--- src/design/hsip_pkg.sv ---
// Shared types, constants and round functions for the HalfSipHash-1-3 stream unit.
// No dependencies; used by hsip_final.sv and halfsiphash_1_3_stream_unit.sv.
`timescale 1ns / 1ps

package hsip_pkg;

    typedef struct packed {
        logic [31:0] v0;
        logic [31:0] v1;
        logic [31:0] v2;
        logic [31:0] v3;
    } t_sip_state;

    localparam logic [31:0] SIP_C2        = 32'h6c796765;
    localparam logic [31:0] SIP_C3        = 32'h74656462;
    localparam logic [31:0] SIP_FINAL_XOR = 32'h000000ff;

    localparam logic [31:0] KEY_LOW_RESET  = 32'h01020304;
    localparam logic [31:0] KEY_HIGH_RESET = 32'hfffefdfc;

    localparam int unsigned CFG_INDEX_W = 8;
    localparam logic [CFG_INDEX_W-1:0] CFG_KEY_LOW  = 8'd0;
    localparam logic [CFG_INDEX_W-1:0] CFG_KEY_HIGH = 8'd1;

    function automatic logic [31:0] rotl32(input logic [31:0] x, input logic [4:0] n);
        rotl32 = (x << n) | (x >> (6'd32 - {1'b0, n}));
    endfunction

    function automatic t_sip_state sip_round(input t_sip_state s);
        t_sip_state r;
        r = s;
        r.v0 = r.v0 + r.v1;
        r.v1 = rotl32(r.v1, 5'd5);
        r.v1 = r.v1 ^ r.v0;
        r.v0 = rotl32(r.v0, 5'd16);
        r.v2 = r.v2 + r.v3;
        r.v3 = rotl32(r.v3, 5'd8);
        r.v3 = r.v3 ^ r.v2;
        r.v0 = r.v0 + r.v3;
        r.v3 = rotl32(r.v3, 5'd7);
        r.v3 = r.v3 ^ r.v0;
        r.v2 = r.v2 + r.v1;
        r.v1 = rotl32(r.v1, 5'd13);
        r.v1 = r.v1 ^ r.v2;
        r.v2 = rotl32(r.v2, 5'd16);
        sip_round = r;
    endfunction

    function automatic t_sip_state sip_absorb(input t_sip_state s, input logic [31:0] m);
        t_sip_state r;
        r = s;
        r.v3 = r.v3 ^ m;
        r = sip_round(r);
        r.v0 = r.v0 ^ m;
        sip_absorb = r;
    endfunction

endpackage

--- src/design/hsip_final.sv ---
// Finalization pipeline: absorbs the closing word, then three rounds, one per stage.
// Depends on hsip_pkg (state type and round functions).
`timescale 1ns / 1ps

module hsip_final (
    input  logic                    i_clk,
    input  logic                    i_rst_n,
    input  logic                    i_valid,
    output logic                    o_ready,
    input  hsip_pkg::t_sip_state    i_state,
    input  logic [31:0]             i_word,
    output logic                    o_valid,
    input  logic                    i_ready,
    output logic [31:0]             o_hash
);

    logic                 r_vld0, r_vld1, r_vld2, r_vld3, r_out_vld;
    hsip_pkg::t_sip_state r_st0, r_st1, r_st2, r_st3;
    logic [31:0]          r_word;
    logic [31:0]          r_hash;
    logic                 rdy0, rdy1, rdy2, rdy3, rdy_out;
    hsip_pkg::t_sip_state n_st1, n_last;

    // Each stage may take new data when it is empty or its successor moves.
    assign rdy_out = !r_out_vld || i_ready;
    assign rdy3    = !r_vld3 || rdy_out;
    assign rdy2    = !r_vld2 || rdy3;
    assign rdy1    = !r_vld1 || rdy2;
    assign rdy0    = !r_vld0 || rdy1;

    always_comb begin
        n_st1    = hsip_pkg::sip_absorb(r_st0, r_word);
        n_st1.v2 = n_st1.v2 ^ hsip_pkg::SIP_FINAL_XOR;
        n_last   = hsip_pkg::sip_round(r_st3);
    end

    always_ff @(posedge i_clk) begin
        if (!i_rst_n) begin
            r_vld0    <= 1'b0;
            r_vld1    <= 1'b0;
            r_vld2    <= 1'b0;
            r_vld3    <= 1'b0;
            r_out_vld <= 1'b0;
        end else begin
            if (rdy0)    r_vld0    <= i_valid;
            if (rdy1)    r_vld1    <= r_vld0;
            if (rdy2)    r_vld2    <= r_vld1;
            if (rdy3)    r_vld3    <= r_vld2;
            if (rdy_out) r_out_vld <= r_vld3;
        end
    end

    always_ff @(posedge i_clk) begin
        if (rdy0) begin
            r_st0  <= i_state;
            r_word <= i_word;
        end
        if (rdy1)    r_st1  <= n_st1;
        if (rdy2)    r_st2  <= hsip_pkg::sip_round(r_st1);
        if (rdy3)    r_st3  <= hsip_pkg::sip_round(r_st2);
        if (rdy_out) r_hash <= n_last.v1 ^ n_last.v3;
    end

    assign o_ready = rdy0;
    assign o_valid = r_out_vld;
    assign o_hash  = r_hash;

endmodule

--- src/design/halfsiphash_1_3_stream_unit.sv ---
// HalfSipHash-1-3 over a byte stream: one byte per transaction, one hash per message.
// The last transaction of a message gives its hash once it has passed the finalization pipeline.
// One transaction is accepted every cycle unless a held-off output has backed up the
// finalization pipeline; the per-word round runs in a single feedback stage on the
// v registers, and finalization is a 5-register pipeline.
// Reset loads the key registers with their defaults and empties the pipeline.
// Depends on hsip_pkg and hsip_final.
`timescale 1ns / 1ps

module halfsiphash_1_3_stream_unit (
    input  logic                                 i_clk,
    input  logic                                 i_rst_n,
    input  logic                                 i_valid,
    output logic                                 o_ready,
    input  logic [7:0]                           i_data_byte,
    input  logic                                 i_byte_present,
    input  logic                                 i_last,
    output logic                                 o_valid,
    input  logic                                 i_ready,
    output logic [31:0]                          o_hash_value,
    input  logic                                 i_cfg_valid,
    output logic                                 o_cfg_ready,
    input  logic [hsip_pkg::CFG_INDEX_W-1:0]     i_cfg_index,
    input  logic [31:0]                          i_cfg_data
);

    logic [31:0]          r_key_low, r_key_high;
    hsip_pkg::t_sip_state r_v;
    logic [31:0]          r_acc;
    logic [1:0]           r_lane;
    logic [7:0]           r_len;
    logic                 r_in_msg;

    hsip_pkg::t_sip_state v_base, n_v;
    logic [31:0]          acc_base, acc_p, n_acc;
    logic [1:0]           lane_base, n_lane;
    logic [7:0]           len_base, n_len;
    logic [31:0]          byte_word;
    logic                 word_full;
    logic                 accept;
    logic                 fin_ready;

    assign accept      = i_valid && fin_ready;
    assign o_ready     = fin_ready;
    assign o_cfg_ready = 1'b1;

    always_comb begin
        // The first transaction of a message starts from the keys.
        if (r_in_msg) begin
            v_base    = r_v;
            acc_base  = r_acc;
            lane_base = r_lane;
            len_base  = r_len;
        end else begin
            v_base.v0 = r_key_low;
            v_base.v1 = r_key_high;
            v_base.v2 = r_key_low ^ hsip_pkg::SIP_C2;
            v_base.v3 = r_key_high ^ hsip_pkg::SIP_C3;
            acc_base  = '0;
            lane_base = '0;
            len_base  = '0;
        end

        unique case (lane_base)
            2'd0:    byte_word = {24'd0, i_data_byte};
            2'd1:    byte_word = {16'd0, i_data_byte, 8'd0};
            2'd2:    byte_word = {8'd0, i_data_byte, 16'd0};
            default: byte_word = {i_data_byte, 24'd0};
        endcase

        if (i_byte_present) begin
            acc_p     = acc_base | byte_word;
            n_lane    = lane_base + 2'd1;
            n_len     = len_base + 8'd1;
            word_full = (lane_base == 2'd3);
        end else begin
            acc_p     = acc_base;
            n_lane    = lane_base;
            n_len     = len_base;
            word_full = 1'b0;
        end

        if (word_full) begin
            n_v   = hsip_pkg::sip_absorb(v_base, acc_p);
            n_acc = '0;
        end else begin
            n_v   = v_base;
            n_acc = acc_p;
        end
    end

    always_ff @(posedge i_clk) begin
        if (!i_rst_n) begin
            r_key_low  <= hsip_pkg::KEY_LOW_RESET;
            r_key_high <= hsip_pkg::KEY_HIGH_RESET;
            r_in_msg   <= 1'b0;
        end else begin
            if (i_cfg_valid) begin
                if (i_cfg_index == hsip_pkg::CFG_KEY_LOW)  r_key_low  <= i_cfg_data;
                if (i_cfg_index == hsip_pkg::CFG_KEY_HIGH) r_key_high <= i_cfg_data;
            end
            if (accept) r_in_msg <= !i_last;
        end
    end

    always_ff @(posedge i_clk) begin
        if (accept) begin
            r_v    <= n_v;
            r_acc  <= n_acc;
            r_lane <= n_lane;
            r_len  <= n_len;
        end
    end

    hsip_final u_final (
        .i_clk   (i_clk),
        .i_rst_n (i_rst_n),
        .i_valid (accept && i_last),
        .o_ready (fin_ready),
        .i_state (n_v),
        .i_word  (n_acc | {n_len, 24'd0}),
        .o_valid (o_valid),
        .i_ready (i_ready),
        .o_hash  (o_hash_value)
    );

endmodule

--- config.mk ---
export PLATFORM = sky130hd
export DESIGN_NAME = halfsiphash_1_3_stream_unit
export DESIGN_NICKNAME = d
export VERILOG_FILES = /design/src/design/hsip_pkg.sv /design/src/design/hsip_final.sv /design/src/design/halfsiphash_1_3_stream_unit.sv
export SDC_FILE = /design/constraint.sdc
export NUM_CORES = 2
export LEC_CHECK = 0
export BUFFER_PORTS_ARGS = -buffer_cell sky130_fd_sc_hd__buf_4
export CAP_MARGIN = 5
export CORE_MARGIN = 4
export CORE_UTILIZATION = 50
export DETAILED_ROUTE_END_ITERATION = 6
export GPL_TIMING_DRIVEN = 0
export MAX_ROUTING_LAYER = met4
export PLACE_DENSITY_LB_ADDON = 0.1
export SLEW_MARGIN = 10
export SYNTH_ARGS = -nofsm -noshare
export SYNTH_HDL_FRONTEND = slang
export SYNTH_SLANG_ARGS = --single-unit
--- constraint.sdc ---
create_clock -name i_clk -period 24.2 [get_ports i_clk]
set_input_delay 7.26 -clock i_clk [delete_from_list [all_inputs] [get_ports i_clk]]
set_output_delay 7.26 -clock i_clk [all_outputs]
set_load 0.02 [all_outputs]
# --- After elaboration in Yosys (flattened, before gate mapping) ---
# Cells that the tools add are included.
classes:
  n_addsub: 22
  muxes: 11
  n_eq_ne: 4
  reduce_logical: 17
  bitwise_logic: 59
op_table:
  columns: ["op", "n"]
  rows:
  - ["bitwise XOR 32 bit", 25]
  - ["adder 32 bit", 20]
  - ["OR 32 x 16 -> 32 bit", 9]
  - ["2-to-1 mux 128 bit", 2]
  - ["OR 32 x 13 -> 32 bit", 5]
  - ["OR 32 x 5 -> 32 bit", 5]
  - ["OR 32 x 7 -> 32 bit", 5]
  - ["OR 32 x 8 -> 32 bit", 5]
  - ["2-to-1 mux 32 bit", 3]
  - ["one-hot mux 32 bit (3 select lines)", 1]
  - ["OR 32 bit", 2]
  - ["inverter 18 bit", 1]
  - ["2-to-1 mux 8 bit", 2]
  - ["inverter 14 bit", 1]
  - ["adder 8 x 1 -> 8 bit, second input constant", 1]
  - ["equality test 8 x 1 -> 1 bit, second input constant", 1]
  - ["logical NOT 8 bit", 1]
  - ["inverter 8 bit", 1]
  - ["logical NOT 1 bit", 6]
  - ["logical OR 1 bit", 5]
  - ["equality test 2 bit, second input constant", 2]
  - ["2-to-1 mux 2 bit", 2]
  - ["AND reduction 2 bit", 2]
  - ["adder 2 x 1 -> 2 bit, second input constant", 1]
  - ["other kinds (4)", 5]
totals:
  inputBits: 55
  reg_bits: 816
  output_inout_bits: 35

# --- Depth between registers and ports, before layout ---
logic_depth:
  word_depth: 11
  mapped_depth: 38
  depth_no_buf: 30

# --- Hierarchy ---
# From an unflattened synthesis, not the netlist that was laid out.
hier_totals:
  cells_unflattened: 6615
  area_unflattened_um2: 65351.4
modules_own_cells:
  columns: ["module", "area_per_inst_um2", "cells_per_inst", "seq_area_each_um2", "instances"]
  rows:
  - ["hsip_final", 46138.0, 4401, 17396.7, 1]
  - ["halfsiphash_1_3_stream_unit", 19213.4, 2214, 6406.1, 1]

# --- Worst setup path after synthesis ---
# OpenSTA, ideal clock, no wires.
synth_path:
  kind: "input-to-output"
  from: "input i_ready"
  to: "output o_ready"
  path_buffers: 0
  arrival_time_ps: 14130
  slack_ps: 2810
  path_stages: 5
  path_cell_list: "nor2b_1 > and2_1 > nand2_1 > nor2_1 > nand2_1"
synth_via:
  elab_chain_cells: 5
synth_rtl:
  columns: ["item", "line", "text"]
  rows:
  - ["from (decl)", "halfsiphash_1_3_stream_unit.sv:19", "input logic i_ready,"]
  - ["logical OR 1 bit", "hsip_final.sv:25", "assign rdy_out = !r_out_vld || i_ready;"]
  - ["logical OR 1 bit", "hsip_final.sv:26", "assign rdy3 = !r_vld3 || rdy_out;"]
  - ["logical OR 1 bit", "hsip_final.sv:27", "assign rdy2 = !r_vld2 || rdy3;"]
  - ["via u_final.rdy2", "hsip_final.sv:21", "logic rdy0, rdy1, rdy2, rdy3, rdy_out;"]
  - ["logical OR 1 bit", "hsip_final.sv:28", "assign rdy1 = !r_vld1 || rdy2;"]
  - ["logical OR 1 bit", "hsip_final.sv:29", "assign rdy0 = !r_vld0 || rdy1;"]
  - ["to (decl)", "halfsiphash_1_3_stream_unit.sv:14", "output logic o_ready,"]
# The timed path passes the listed nets, and every way through them passes these cells.

# --- Worst setup path in the final report ---
# Ends and elaborated chain as after synthesis.

==> flow_summary_export.csv <==
group,metric,value,unit
run_status,outcome,"complete, but fails checks",
run_status,violations,"max-capacitance violations, max-slew violations",
floorplan,die_x,370,um
synthesis,synthesis.instances,6549,
cts,cts_setup_buffers,0,
place,hpwlAfterDp,240,mm
synthesis,netlist_area,0.0655,sq mm
place,io_buffers,87,
detailed_routing,drcViolationCount,0,
sta,tns,0,ns
global_route,overflow,0,
critical_path,cp.arrival,10.46,ns
job,cap_violations,3,
final_layout,final_area,0.0718,sq mm
detailed_routing,vias,54568,
cts,cts_resized,0,
critical_path,crit_required,16.94,ns
place,gp_congestion,1.12,
synthesis,synth_nets,7249,
final_layout,drive_gt1_share,5.40,%
synthesis,synth_seq_area_share,36.4,%
global_route,grt_pass1_wl,382,mm
sta,maxSlewViolCount,11,
detailed_routing,ant_nets,0,
hold_path,hold_path_class,"flip-flop to flip-flop",
cts,cts_root_buf,"clkbuf_16",
global_route,first_global_vias,50334,
final_layout,final_util,55.3,%
final_layout,fillCellCount,11708,
sta,min_period_over_period,73.2,%
floorplan,core_region_area,0.130,sq mm
cts,cts_buffers,95,
detailed_routing,via_per_inst,6.35,
detailed_routing,drt_iter0_drc,7079,
critical_path,r2r_slack,10.04,ns
global_route,grt_use_total,41.1,%
synthesis,synth_seq_cells,816,
critical_path,critPathKind,"input pin to output port",
floorplan,start_util,50.4,%
cts,clk_latency,0.75,ns
cts,cts_buffer_depth,3,
synthesis,synth_cell_types,101,
synthesis,synth-main-ff-cell,"edfxtp_1",
floorplan,num_io_pins,90,
sta,setup_viol,0,
cts,cts_tree,"built",
floorplan,num_rows,132,
global_route,grt_max_degree,106,
global_route,grt_antenna_before_repair,26,
place,placed_cell_area,0.0686,sq mm
final_layout,nNetsFinal,7442,
floorplan,die-area,0.137,sq mm
sta,fmax,56.4,MHz
detailed_routing,dr.pass1.iters,6,
critical_path,critPathCaptureType,"output port",
cts,cts.sinks,816,
synthesis,synth_edf_count,746,
sta,rsz0062_at_grt,"false",
final_layout,multi_input_area,0.0406,sq mm
final_layout,synthToLayoutAreaGrowth,9.73,%
sta,relSlewSlack,-7.68,%
detailed_routing,routedWlPerCell,32.8,um
detailed_routing,finalWirelength,282,mm
final_layout,layout_commonest_cell,"edfxtp_1",
final_layout,ff_latch_area,0.0238,sq mm
sta,worst_pin_slew,1.59,ns
sta,hold_viol,0,
synthesis,syn_avg_cell_area,10.0,sq um
synthesis,synthArstFlopShare,0,%
floorplan,die_h,370,um
critical_path,start_kind,"input pin",
synthesis,ys.warnings.count,0,
critical_path,cp_max_fo,62,
cts,ctsHoldBuffers,0,
cts,clk_pin_slew,0.05,ns
cts,h-tree-depth,3,
sta,finClkSkew,0.0642,ns
final_layout,final_cell_mix,"746 x edfxtp_1, 700 x xor2_1, 654 x xnor2_1",
sta,period_minus_slack,17.72,ns
[worst paths after layout]
check	start	end	depth (start not counted)
hold / removal	u_final.r_vld3	u_final.o_valid	1
setup / recovery	i_ready	o_ready	9
hold reg to reg	u_final.r_vld3	u_final.o_valid	1
setup reg to reg	r_in_msg	u_final.r_st0[16]	33
[synthesized netlist by cell type (37+ instances only)]
master | number | area share [%]
a21oi_1 | 637 | 4.9
xnor2_1 | 655 | 8.8
o211ai_1 | 37 | 0.42
o21bai_1 | 104 | 1.2
a31oi_1 | 69 | 0.66
clkbuf_1 | 90 | 0.52
o21ai_0 | 255 | 1.9
dfxtp_1 | 70 | 2.1
o21a_1 | 95 | 1.1
edfxtp_1 | 746 | 34
and3_1 | 58 | 0.55
nand2b_1 | 72 | 0.69
a211oi_1 | 58 | 0.67
nand4_1 | 46 | 0.44
a21boi_0 | 42 | 0.48
nand3_1 | 137 | 1.0
xor2_1 | 700 | 9.4
nor3_1 | 69 | 0.53
nor2_1 | 403 | 2.3
a21o_1 | 311 | 3.6
ha_1 | 625 | 12
nor2b_1 | 75 | 0.72
inv_1 | 198 | 1.1
and2_1 | 39 | 0.37
nand2_1 | 463 | 2.7
[flip-flops by register name, summed over array words and instances, names as in the netlist]
register and cells:
r_acc 32, r_in_msg 1, r_key_high 32, r_key_low 32, r_lane 2, r_len 8, r_v 128, u_final.o_hash 32
u_final.o_valid 1, u_final.r_st0 128, u_final.r_st1 128, u_final.r_st2 128, u_final.r_st3 128, u_final.r_vld0 1, u_final.r_vld1 1, u_final.r_vld2 1
u_final.r_vld3 1, u_final.r_word 32
[routing by layer]
metal | wire length, um | part of all wire [%] | vias to the layer above | GRT usage, %
li1 | - | - | 24407 | -
met1 | 109000 | 39 | 26290 | 51.2
met5 | 0 | 0 | - | -
met2 | 122000 | 43 | 3095 | 61.2
met4 | 23900 | 8.5 | 0 | 26.8
met3 | 27100 | 9.6 | 776 | 8.06
[critical path: stages]
cell	delay [ns]
buf_4	0.11
nor2b_1	0.19
and2_1	0.37
nand2_4	0.20
nor2_1	0.75
nand2_4	0.54
buf_16	0.42
buf_16	0.27
buf_4	0.21
[layout make-up]
| class | count | share of cell area [%] |
|---|---|---|
| Timing Repair Buffer | 96 | 1.20 |
| Sequential cell | 816 | 33.1 |
| Inverter | 199 | 1.06 |
| Clock buffer | 110 | 3.42 |
| Antenna cell | 30 | 0.105 |
| Buffer | 109 | 0.580 |
| Tap cell | 1742 | 3.03 |
| Multi-Input combinational cell | 5425 | 56.4 |
| Clock inverter | 66 | 1.02 |
[cells by family (layout without fill, tap and decap cells)]
group	Yosys count	count (layout)	share of synthesized area, %
XOR/XNOR	1395	1395	19.5
flip-flops	816	816	36.4
AND/OR/NAND/NOR	1475	1475	10.6
buffers and inverters	308	580	1.78
AO/OA/AOI/OAI	1853	1853	18.3
adder cells (fa/ha/maj)	645	645	12.6
multiplexers	56	56	0.923
other	1	31	0.00573
[through the flow]
| step | std cells | setup slack [ns] | hold WS (ns) |
|---|---|---|---|
| after detailed placement | 8387 | 6.38 | 0.446 |
| after global placement | 8378 | -1.86 | 0.446 |
| after CTS | 8563 | 6.39 | 0.460 |
| final | 8593 | 6.48 | 0.458 |
| after global routing | 8582 | 6.31 | 0.486 |
| after floorplan | 6549 | 2.81 | 0.432 |
Power is left out: the tool's default activity adds up to more than one toggle a clock period on the data nets, which glitch-free logic cannot reach.
